===== src/rdc_pkg.sv =====
package rdc_pkg;

    // default sizes for the top-level parameters
    localparam int DEFAULT_NUMBER_WIDTH = 32;
    localparam int DEFAULT_MAX_DIGITS   = 32;

    // field widths
    localparam int RADIX_W = 5;
    localparam int DIGIT_W = 4;

    // radix register bounds and reset value
    localparam logic [RADIX_W-1:0] RADIX_RESET = 5'd10;
    localparam logic [RADIX_W-1:0] RADIX_MIN   = 5'd2;
    localparam logic [RADIX_W-1:0] RADIX_MAX   = 5'd16;

    // long-division bits handled per cycle
    localparam int BITS_PER_CYCLE = 8;

    // back-end sequencer states
    typedef enum logic [1:0] {
        BK_IDLE,
        BK_DIV,
        BK_POP_RD,
        BK_POP_LOAD
    } back_state_t;

endpackage


===== src/rdc_front.sv =====
module rdc_front
    import rdc_pkg::*;
#(
    parameter int NUMBER_WIDTH = DEFAULT_NUMBER_WIDTH
)
(
    input  logic                    clk,
    input  logic                    rst_n,
    input  logic                    in_valid,
    output logic                    in_ready,
    input  logic [NUMBER_WIDTH-1:0] in_number,
    output logic                    item_valid,
    input  logic                    item_ready,
    output logic [NUMBER_WIDTH-1:0] item_number,
    output logic                    item_zero
);

    logic [NUMBER_WIDTH-1:0] number_q [2];
    logic                    zero_q   [2];
    logic                    wr_ptr_reg;
    logic                    wr_ptr_next;
    logic                    rd_ptr_reg;
    logic                    rd_ptr_next;
    logic [1:0]              fill_reg;
    logic [1:0]              fill_next;
    logic                    push;
    logic                    pop;

    // two-entry queue handshake
    assign in_ready   = (fill_reg != 2'd2);
    assign item_valid = (fill_reg != 2'd0);
    assign push       = in_valid && in_ready;
    assign pop        = item_valid && item_ready;

    assign item_number = number_q[rd_ptr_reg];
    assign item_zero   = zero_q[rd_ptr_reg];

    // pointer and fill bookkeeping
    always_comb
    begin
        wr_ptr_next = push ? ~wr_ptr_reg : wr_ptr_reg;
        rd_ptr_next = pop  ? ~rd_ptr_reg : rd_ptr_reg;
        fill_next   = fill_reg;
        if (push && !pop)
        begin
            fill_next = fill_reg + 2'd1;
        end
        else if (pop && !push)
        begin
            fill_next = fill_reg - 2'd1;
        end
    end

    always_ff @(posedge clk or negedge rst_n)
    begin
        if (!rst_n)
        begin
            wr_ptr_reg <= 1'b0;
            rd_ptr_reg <= 1'b0;
            fill_reg   <= 2'd0;
        end
        else
        begin
            wr_ptr_reg <= wr_ptr_next;
            rd_ptr_reg <= rd_ptr_next;
            fill_reg   <= fill_next;
        end
    end

    // store each beat with its zero classification
    always_ff @(posedge clk)
    begin
        if (push)
        begin
            number_q[wr_ptr_reg] <= in_number;
            zero_q[wr_ptr_reg]   <= (in_number == '0);
        end
    end

endmodule


===== src/rdc_back.sv =====
module rdc_back
    import rdc_pkg::*;
#(
    parameter int NUMBER_WIDTH = DEFAULT_NUMBER_WIDTH,
    parameter int MAX_DIGITS   = DEFAULT_MAX_DIGITS
)
(
    input  logic                    clk,
    input  logic                    rst_n,
    input  logic [RADIX_W-1:0]      radix,
    input  logic                    item_valid,
    output logic                    item_ready,
    input  logic [NUMBER_WIDTH-1:0] item_number,
    input  logic                    item_zero,
    output logic                    out_valid,
    input  logic                    out_ready,
    output logic [DIGIT_W-1:0]      out_digit,
    output logic                    out_last
);

    localparam int PAD_W   = ((NUMBER_WIDTH + BITS_PER_CYCLE - 1) / BITS_PER_CYCLE)
                             * BITS_PER_CYCLE;
    localparam int CHUNKS  = PAD_W / BITS_PER_CYCLE;
    localparam int CHUNK_W = (CHUNKS > 1) ? $clog2(CHUNKS) : 1;
    localparam int SP_W    = $clog2(MAX_DIGITS);
    localparam int CNT_W   = $clog2(MAX_DIGITS + 1);

    back_state_t                state_reg;
    back_state_t                state_next;
    logic [PAD_W-1:0]           work_reg;
    logic [PAD_W-1:0]           work_next;
    logic [DIGIT_W-1:0]         rem_reg;
    logic [DIGIT_W-1:0]         rem_next;
    logic [CHUNK_W-1:0]         chunk_reg;
    logic [CHUNK_W-1:0]         chunk_next;
    logic [CNT_W-1:0]           count_reg;
    logic [CNT_W-1:0]           count_next;
    logic                       out_valid_reg;
    logic                       out_valid_next;
    logic [DIGIT_W-1:0]         out_digit_reg;
    logic [DIGIT_W-1:0]         out_digit_next;
    logic                       out_last_reg;
    logic                       out_last_next;

    logic [DIGIT_W-1:0]         stack_mem [MAX_DIGITS];
    logic [DIGIT_W-1:0]         rd_data_reg;
    logic                       wr_en;
    logic [SP_W-1:0]            wr_addr;
    logic [DIGIT_W-1:0]         wr_data;
    logic                       rd_en;
    logic [SP_W-1:0]            rd_addr;
    logic [CNT_W-1:0]           count_dec;

    logic [DIGIT_W-1:0]         step_rem;
    logic [BITS_PER_CYCLE-1:0]  step_quot;
    logic [DIGIT_W:0]           step_acc;
    logic [PAD_W-1:0]           step_work;

    assign item_ready = (state_reg == BK_IDLE);
    assign out_valid  = out_valid_reg;
    assign out_digit  = out_digit_reg;
    assign out_last   = out_last_reg;
    assign count_dec  = count_reg - CNT_W'(1);

    // long division of the top byte of the work word by the radix
    always_comb
    begin
        step_rem  = rem_reg;
        step_quot = '0;
        step_acc  = '0;
        for (int i = 0; i < BITS_PER_CYCLE; i++)
        begin
            step_acc = {step_rem, work_reg[PAD_W-1-i]};
            if (step_acc >= radix)
            begin
                step_acc = step_acc - radix;
                step_quot[BITS_PER_CYCLE-1-i] = 1'b1;
            end
            step_rem = step_acc[DIGIT_W-1:0];
        end
        step_work = (work_reg << BITS_PER_CYCLE) | PAD_W'(step_quot);
    end

    // sequencer: divide and push, then pop most significant first
    always_comb
    begin
        state_next     = state_reg;
        work_next      = work_reg;
        rem_next       = rem_reg;
        chunk_next     = chunk_reg;
        count_next     = count_reg;
        out_valid_next = out_valid_reg;
        out_digit_next = out_digit_reg;
        out_last_next  = out_last_reg;
        wr_en          = 1'b0;
        wr_addr        = count_reg[SP_W-1:0];
        wr_data        = step_rem;
        rd_en          = 1'b0;
        rd_addr        = count_dec[SP_W-1:0];

        // output register drains independently
        if (out_valid_reg && out_ready)
        begin
            out_valid_next = 1'b0;
        end

        unique case (state_reg)
            BK_IDLE:
            begin
                if (item_valid)
                begin
                    if (item_zero)
                    begin
                        wr_en      = 1'b1;
                        wr_addr    = '0;
                        wr_data    = '0;
                        count_next = CNT_W'(1);
                        state_next = BK_POP_RD;
                    end
                    else
                    begin
                        work_next  = PAD_W'(item_number);
                        rem_next   = '0;
                        chunk_next = '0;
                        count_next = '0;
                        state_next = BK_DIV;
                    end
                end
            end
            BK_DIV:
            begin
                work_next = step_work;
                if (chunk_reg == CHUNK_W'(CHUNKS - 1))
                begin
                    wr_en      = 1'b1;
                    count_next = count_reg + CNT_W'(1);
                    rem_next   = '0;
                    chunk_next = '0;
                    if (step_work == '0 || count_reg == CNT_W'(MAX_DIGITS - 1))
                    begin
                        state_next = BK_POP_RD;
                    end
                end
                else
                begin
                    rem_next   = step_rem;
                    chunk_next = chunk_reg + CHUNK_W'(1);
                end
            end
            BK_POP_RD:
            begin
                rd_en      = 1'b1;
                count_next = count_dec;
                state_next = BK_POP_LOAD;
            end
            BK_POP_LOAD:
            begin
                if (!out_valid_reg || out_ready)
                begin
                    out_valid_next = 1'b1;
                    out_digit_next = rd_data_reg;
                    out_last_next  = (count_reg == '0);
                    state_next     = (count_reg == '0) ? BK_IDLE : BK_POP_RD;
                end
            end
            default:
            begin
                state_next = BK_IDLE;
            end
        endcase
    end

    // control registers
    always_ff @(posedge clk or negedge rst_n)
    begin
        if (!rst_n)
        begin
            state_reg     <= BK_IDLE;
            chunk_reg     <= '0;
            count_reg     <= '0;
            out_valid_reg <= 1'b0;
        end
        else
        begin
            state_reg     <= state_next;
            chunk_reg     <= chunk_next;
            count_reg     <= count_next;
            out_valid_reg <= out_valid_next;
        end
    end

    // datapath registers
    always_ff @(posedge clk)
    begin
        work_reg      <= work_next;
        rem_reg       <= rem_next;
        out_digit_reg <= out_digit_next;
        out_last_reg  <= out_last_next;
    end

    // digit stack memory
    always_ff @(posedge clk)
    begin
        if (wr_en)
        begin
            stack_mem[wr_addr] <= wr_data;
        end
        if (rd_en)
        begin
            rd_data_reg <= stack_mem[rd_addr];
        end
    end

endmodule


===== src/radix_digit_converter_unit.sv =====
// The digits of a nonzero input beat come from a long division of the number by the
// radix, done byte by byte, and are pushed on a stack; they are then popped most significant
// first, each through BK_POP_RD and BK_POP_LOAD. A zero skips the division and its single
// digit is popped the same way. The back end takes one number at a time, a new one only
// after the last digit is loaded; a two-entry input queue takes new numbers meanwhile.
// Reset: rst_n is asynchronous and active low; it empties the queue and the output
// register and sets the radix to 10.
module radix_digit_converter_unit
    import rdc_pkg::*;
#(
    parameter int NUMBER_WIDTH = DEFAULT_NUMBER_WIDTH,
    parameter int MAX_DIGITS   = DEFAULT_MAX_DIGITS
)
(
    input  logic                                  clk,
    input  logic                                  rst_n,
    // radix write channel
    input  logic                                  cfg_valid,
    output logic                                  cfg_ready,
    input  logic [RADIX_W-1:0]                    cfg_data,
    // input stream
    input  logic                                  s_axis_tvalid,
    output logic                                  s_axis_tready,
    input  logic [((NUMBER_WIDTH+7)/8)*8-1:0]     s_axis_tdata,   // number
    // output stream
    output logic                                  m_axis_tvalid,
    input  logic                                  m_axis_tready,
    output logic [7:0]                            m_axis_tdata,   // digit, zero pad
    output logic                                  m_axis_tlast
);

    logic [RADIX_W-1:0]      radix_reg;
    logic [RADIX_W-1:0]      radix_next;
    logic                    item_valid;
    logic                    item_ready;
    logic [NUMBER_WIDTH-1:0] item_number;
    logic                    item_zero;
    logic [DIGIT_W-1:0]      digit;

    // radix register with clamping
    assign cfg_ready = 1'b1;

    always_comb
    begin
        radix_next = radix_reg;
        if (cfg_valid)
        begin
            if (cfg_data < RADIX_MIN)
            begin
                radix_next = RADIX_MIN;
            end
            else if (cfg_data > RADIX_MAX)
            begin
                radix_next = RADIX_MAX;
            end
            else
            begin
                radix_next = cfg_data;
            end
        end
    end

    always_ff @(posedge clk or negedge rst_n)
    begin
        if (!rst_n)
        begin
            radix_reg <= RADIX_RESET;
        end
        else
        begin
            radix_reg <= radix_next;
        end
    end

    // front end: accept and classify
    rdc_front #(
        .NUMBER_WIDTH (NUMBER_WIDTH)
    ) u_front (
        .clk         (clk),
        .rst_n       (rst_n),
        .in_valid    (s_axis_tvalid),
        .in_ready    (s_axis_tready),
        .in_number   (s_axis_tdata[NUMBER_WIDTH-1:0]),
        .item_valid  (item_valid),
        .item_ready  (item_ready),
        .item_number (item_number),
        .item_zero   (item_zero)
    );

    // back end: divide, stack and emit digits
    rdc_back #(
        .NUMBER_WIDTH (NUMBER_WIDTH),
        .MAX_DIGITS   (MAX_DIGITS)
    ) u_back (
        .clk         (clk),
        .rst_n       (rst_n),
        .radix       (radix_reg),
        .item_valid  (item_valid),
        .item_ready  (item_ready),
        .item_number (item_number),
        .item_zero   (item_zero),
        .out_valid   (m_axis_tvalid),
        .out_ready   (m_axis_tready),
        .out_digit   (digit),
        .out_last    (m_axis_tlast)
    );

    assign m_axis_tdata = {{(8-DIGIT_W){1'b0}}, digit};

endmodule


===== config.mk =====
export PLATFORM = sky130hd
export DESIGN_NAME = radix_digit_converter_unit
export DESIGN_NICKNAME = d
export VERILOG_FILES = /design/src/rdc_pkg.sv /design/src/rdc_front.sv /design/src/rdc_back.sv /design/src/radix_digit_converter_unit.sv
export SDC_FILE = /design/constraint.sdc
export NUM_CORES = 1
export LEC_CHECK = 0
export ABC_AREA = 1
export BUFFER_PORTS_ARGS = -buffer_cell sky130_fd_sc_hd__buf_4
export CELL_PAD_IN_SITES_DETAIL_PLACEMENT = 1
export CELL_PAD_IN_SITES_GLOBAL_PLACEMENT = 1
export CORE_MARGIN = 5
export CORE_UTILIZATION = 45
export CTS_CLUSTER_DIAMETER = 120
export DETAILED_ROUTE_END_ITERATION = 16
export HOLD_SLACK_MARGIN = 0.06
export PLACE_DENSITY = 0.78
export SYNTH_ARGS = -nofsm -noshare
export SYNTH_HDL_FRONTEND = slang
export SYNTH_SLANG_ARGS = --single-unit

===== constraint.sdc =====
create_clock -name clk -period 15.3 [get_ports clk]
set_clock_uncertainty 0.05 [all_clocks]
set_input_delay 0.765 -clock clk [delete_from_list [all_inputs] [get_ports clk]]
set_output_delay 0.765 -clock clk [all_outputs]
set_load 0.1 [all_outputs]

After elaboration in Yosys (flattened, before gate mapping)
Memories as Yosys holds them, arrays and structs flattened. A register that Yosys moved wholly into a read port is not among the register bits.
Cells that the tools add are included.

storage, ports and cells
  register bits after elaboration = 61
  memory bits (writable) = 194
  input bits = 42
  memories = 3

memories
  name              depth  bits a word  read ports  clocked after Yosys merged registers in  wr ports  RTL line         source
  u_back.stack_mem  32     4            1           1                                        1         rdc_back.sv:45   logic [DIGIT_W-1:0] stack_mem [MAX_DIGITS];
  u_front.number_q  2      32           1           0                                        1         rdc_front.sv:18  logic [NUMBER_WIDTH-1:0] number_q [2];
  u_front.zero_q    2      1            1           0                                        1         rdc_front.sv:19  logic zero_q [2];

cells by class
  add/sub/neg operators = 13
  order comparisons = 10
  equal/unequal tests = 11
  mux-type cells = 60
  bitwise gates (word level) = 3
  reductions and logical operators = 22

operators with widths
  cell                                                                    number
  32-bit zero test                                                        2
  32-bit two-way mux                                                      2
  32-bit case mux with 2 select lines                                     1
  4-bit two-way mux                                                       14
  5-bit >= comparator                                                     8
  32-bit by 8-bit OR with 32-bit output                                   1
  4-bit subtractor                                                        8
  5-bit two-way mux                                                       5
  2-bit two-way mux                                                       11
  1-bit two-way mux                                                       20
  6-bit case mux with 3 select lines                                      1
  6-bit two-way mux                                                       2
  2-bit by 1-bit != test with 1-bit output (second input constant)        4
  2-bit case mux with 4 select lines                                      1
  4-bit case mux with 2 select lines                                      1
  6-bit by 1-bit adder with 6-bit output (second input constant)          1
  2-bit equality test (second input constant)                             3
  6-bit by 5-bit equality test with 1-bit output (second input constant)  1
  6-bit zero test                                                         1
  3-bit AND reduction                                                     2
  2-bit nonzero test                                                      3
  6-bit by 1-bit subtractor with 6-bit output (second input constant)     1
  5-bit > comparator (second input constant)                              1
  1-bit logical AND                                                       5
  other kinds (14)                                                        20

Depth between registers and ports, before layout
  depth in word-level cells = 22
  gate-level depth with buffers = 72
  depth with buffers taken out = 72

Cells and area by module
Synthesis repeated with hierarchy kept, for this count alone.

unflattened totals
  cell total of the unflattened synthesis = 1262
  area, all modules = 12902.4 sq um

modules (own cells, without submodules)
  module                      instances  cells an instance  area an instance (sq um)
  rdc_back                    1          999                9865.7
  rdc_front                   1          228                2770.2
  radix_digit_converter_unit  1          35                 266.5

Worst setup path before layout
No wires, ideal clock.

  path kind = register to register
  start point = register radix_reg[1]
  end point = memory u_back.stack_mem[0][2] (data pin)
  arrival = 9.677 ns
  slack = 5.196 ns
  stages on the path, launching flop included = 61
  path buffers = 0
  cells stage by stage = dfstp_2 inv_1 ha_1 nand2_1 inv_1 nand2_1 nand3_1 o21ai_0 inv_1 ha_1 nand2_1 inv_1 nand2_1 nand2_1 nor2_1 or2_2 nand2_1 ha_1 [25 not listed] inv_1 nand3b_1 nand2_1 nor2_1 nand2_1 o21ai_1 inv_1 ha_1 nand2_1 nand3b_1 nand4_1 o21ai_0 ha_1 nand2_1 nor2_1 nor2_1 nand3_1 a21oi_1

on the way
  cells in the longest elaborated chain, start to end = 19
  elaborated cells between the ends (all ways) = 27

ends and longest elaborated chain
  item                                                     RTL line                          source
  start, declared                                          radix_digit_converter_unit.sv:32  logic [RADIX_W-1:0] radix_reg;
  start signal, assigned                                   radix_digit_converter_unit.sv:71  radix_reg <= radix_next;
  4-bit subtractor or 5-bit >= comparator (tied branches)  rdc_back.sv:76, rdc_back.sv:74
  4-bit two-way mux                                        rdc_back.sv:74                    if (step_acc >= radix)
  4-bit subtractor or 5-bit >= comparator (tied branches)  rdc_back.sv:76, rdc_back.sv:74
  4-bit two-way mux                                        rdc_back.sv:74
  4-bit subtractor or 5-bit >= comparator (tied branches)  rdc_back.sv:76, rdc_back.sv:74
  4-bit two-way mux                                        rdc_back.sv:74
  5-bit >= comparator or 4-bit subtractor (tied branches)  rdc_back.sv:74, rdc_back.sv:76
  4-bit two-way mux                                        rdc_back.sv:74
  [4 not listed]                                           --
  5-bit >= comparator or 4-bit subtractor (tied branches)  rdc_back.sv:74, rdc_back.sv:76
  4-bit two-way mux                                        rdc_back.sv:74
  4-bit subtractor or 5-bit >= comparator (tied branches)  rdc_back.sv:76, rdc_back.sv:74
  4-bit two-way mux *                                      rdc_back.sv:74
  4-bit two-way mux                                        rdc_back.sv:112                   if (item_zero)
  4-bit two-way mux                                        rdc_back.sv:110                   if (item_valid)
  4-bit two-way mux *                                      rdc_back.sv:107                   unique case (state_reg)
  named net u_back.wr_data[2]                              rdc_back.sv:49                    logic [DIGIT_W-1:0] wr_data;
  end, declared                                            rdc_back.sv:45

The timed path passes the listed nets; every way through them passes the cells marked *.

Worst setup path after layout
  start point = register radix_reg[1]
  end point = memory u_back.stack_mem[19][1] (data pin)

Same word-level chain as after synthesis.

==> out/qor.tcl <==
set qor(ioPinCount) 54
set qor(core_mm2) 0.02755
set qor(gp_routability_congestion) 0.8618
set qor(final_layout_size_suffix_gt1_share_pct) 11.01
set qor(drc) 0
set qor(syn_area_mm2) 0.01249
set qor(rsz0062_at_grt) {false}
set qor(yosysMostFrequentCell) {edfxtp_1}
set qor(num_vias) 8914
set qor(finalHoldViolCount) 0
set qor(first_global_vias) 9415
set qor(slew-limit-headroom_pct) 16.48
set qor(initial_antenna_violation_count) 0
set qor(fillers) 2958
set qor(ctsHtreeMaxLevel) 1
set qor(fp.dieW_um) 176.6
set qor(clk_latency_ns) 0.56
set qor(synth_enable_flop_cells) 239
set qor(reg2reg_depth) 61
set qor(fin_worst_hold_slack_ns) 0.3406
set qor(n_antenna_cell) 0
set qor(yosys_warning_count) 0
set qor(netlist.top_cell.by_area) {edfxtp_1}
set qor(detailedPlacementHpwl_um) 21610
set qor(crit_path_max_fanout) 32
set qor(area_growth_syn_to_layout_pct) 13.01
set qor(postCtsSetupRepairBufs) 0
set qor(timing.critical_path.required_ns) 15.43
set qor(startpoint_of_the_worst_slack_reg_to_reg_timing_path) {radix_reg[1]$_DFFE_PN1P_}
set qor(grt_first_pass_wirelength_um) 51500
set qor(netlist-cell-type-count) 47
set qor(rows) 61
set qor(worst_ep_arrival_time_ns) 12.51
set qor(endpoint) {u_back.stack_mem[19][1]$_DFFE_PP_}
set qor(status) {finished clean}
set qor(finalNetCount) 1313
set qor(synth_common_cells) {edfxtp_1, nand2_1, nor2_1, o21ai_0, inv_1}
set qor(tritoncts) {yes}
set qor(crit_top_cell) {nand2_1}
set qor(drv_cap) 0
set qor(ys.flop_type) {edfxtp_1}
set qor(viasPerCell) 5.526
set qor(global_route.overflow_total) 0
set qor(drt-initial-drc-count) 645
set qor(critPathLaunchType) {flop}
set qor(synth.top_cell.area_share_pct) 57.48
set qor(grt_max_degree) 72
set qor(worst_pin_slew_ns) 1.252
set qor(drt-pass1-iter-count) 5
set qor(io_buffers) 48
set qor(hold_path.class) {input pin to flop}
set qor(synth_top_cells_by_area) {edfxtp_1, nand2_1, nor2_1}
set qor(slew_viol_final) 0
set qor(postSynth.asyncResetShare_pct) 7.722
set qor(cts_inserted_buffers) 28
set qor(period_utilization_pct) 80.93
set qor(cts_max_path_buffers) 3
set qor(ys_ff_latch) 259
set qor(post_cts_hold_buffer_count) 1
set qor(postRouteAntennaNets) 0
set qor(start_util_pct) 45.32
set qor(postSynthCellCount) 1168
set qor(routed_wirelength_um) 32610
set qor(reg_clk_slew_reported_paths_ns) 0.06
set qor(critPathCaptureType) {flop}
set qor(cts_root_buf) {clkbuf_16}
set qor(die_y_um) 176.6
set qor(critical_path.slowest_cell) {nor2_2}
set qor(synth-seq-area-share_pct) 61.51
set qor(fin_crit_ns) 12.38
set qor(setup_viol) 0
set qor(setup.reg_to_reg.worst_slack_ns) 2.92
set qor(synth_area_per_cell_um2) 10.69
set qor(setup_total_negative_slack_ns) 0
set qor(clock_sink_count) 259
set qor(cp_slowest_stage_delay_ns) 0.98
set qor(detail_route.wl_per_cell_um) 20.22
set qor(resized_gates_after_cts) 0
set qor(die_outline_area_mm2) 0.03118
set qor(grt.total_usage_pct) 21.01
set qor(fmax_mhz) 80.76
set qor(max_reg_flops) 128
set qor(critical_path.reg2reg.endpoint) {u_back.stack_mem[19][1]$_DFFE_PP_}
set qor(crit_type) {flop to flop}
set qor(critPathLaunch) {radix_reg[1]$_DFFE_PN1P_}
metal layers:
layer / global-route usage (%) / vias to the layer above / wire length [µm]
li1: - / 4178 / -
met1: 29.42 / 4455 / 14460
met2: 34.54 / 226 / 15690
met3: 3.084 / 55 / 1758
met4: 5.738 / 0 / 704
met5: 0 / - / 0
area by class of cell:
cell class / count / area (µm²) / area share (%)
Multi-Input combinational cell: 781 / 4304 / 30.50
Tap cell: 378 / 473.0 / 3.352
Timing Repair Buffer: 60 / 452.9 / 3.210
Inverter: 85 / 319.1 / 2.261
Clock inverter: 16 / 156.4 / 1.108
Clock buffer: 34 / 723.2 / 5.125
Sequential cell: 259 / 7681 / 54.44
how the worst min path moves through the flow:
stage	slack, ns	cells past startpoint	end	from
after floorplan	0.35	0	u_back.out_digit[0]$_DFFE_PP_	u_back.rd_data_reg[0]$_DFFE_PP_
after global placement	0.36	0	u_back.out_digit[3]$_DFFE_PP_	u_back.rd_data_reg[3]$_DFFE_PP_
after detailed placement	0.36	0	u_back.out_digit[3]$_DFFE_PP_	u_back.rd_data_reg[3]$_DFFE_PP_
after CTS	0.32	2	radix_reg[3]$_DFFE_PN1P_	cfg_valid
after global routing	0.32	2	radix_reg[3]$_DFFE_PN1P_	cfg_valid
final	0.34	2	radix_reg[3]$_DFFE_PN1P_	cfg_valid
layout by cell type, fill, tap and decap left out, types with 4 or more instances in the layout:
| cell | n |
|---|---|
| fa_1 | 8 |
| clkbuf_16 | 28 |
| buf_4 | 59 |
| xor2_1 | 13 |
| inv_2 | 5 |
| nand3_1 | 44 |
| o22ai_1 | 11 |
| o221ai_1 | 24 |
| or2_2 | 4 |
| clkinv_2 | 5 |
| o21ai_1 | 4 |
| nand2_1 | 191 |
| edfxtp_1 | 239 |
| conb_1 | 5 |
| a22oi_1 | 7 |
| and2_1 | 4 |
| nor4_1 | 8 |
| o211ai_1 | 8 |
| inv_1 | 80 |
| o21ai_0 | 93 |
| a21oi_1 | 70 |
| xnor2_1 | 9 |
| nor2_2 | 12 |
| clkbuf_1 | 6 |
| nor2_1 | 184 |
| ha_1 | 48 |
| nand4_1 | 6 |
| dfrtp_1 | 17 |
logic make-up (layout without fill, tap and decap cells):
kind of cell / after synthesis / in the layout / synth area share, %
xor gates and xnor gates: 24 / 24 / 1.804
adders and majority gates: 56 / 56 / 6.093
buffers and inverters: 131 / 195 / 4.319
DFF: 259 / 259 / 61.51
muxes: 1 / 1 / 0.08017
other: 2 / 5 / 0.06015
AOI/OAI and AO/OA: 229 / 229 / 10.69
and+or+nand+nor: 466 / 466 / 15.44
worst max-delay path, delay by kind of cell (launching register included):
kind | cells | cell delay (ns)
AO/OA/AOI/OAI | 3 | 0.96
AND/OR/NAND/NOR | 40 | 6.61
adder cells (fa/ha/maj) | 8 | 2.60
buffers and inverters | 9 | 0.83
multiplexers | 1 | 0.20
flip-flops | 1 | 0.72
per-stage QoR:
| step | instances | utilization, % | instance area [µm²] | setup slack (ns) |
|---|---|---|---|---|
| 3_5_place_dp | 1562 | 47.98 | 13220 | 3.016 |
| 3_3_place_gp | 1562 | 47.98 | 13220 | 3.614 |
| 5_1_grt | 1613 | 51.21 | 14110 | 1.667 |
| 6_report | 1613 | 51.21 | 14110 | 2.918 |
| 4_1_cts | 1613 | 51.21 | 14110 | 3.002 |
| 2_1_floorplan | 1171 | - | 12500 | 5.196 |
Power is not shown: default switching activity piles up to over one toggle a cycle in this logic, so the estimate is an artifact.
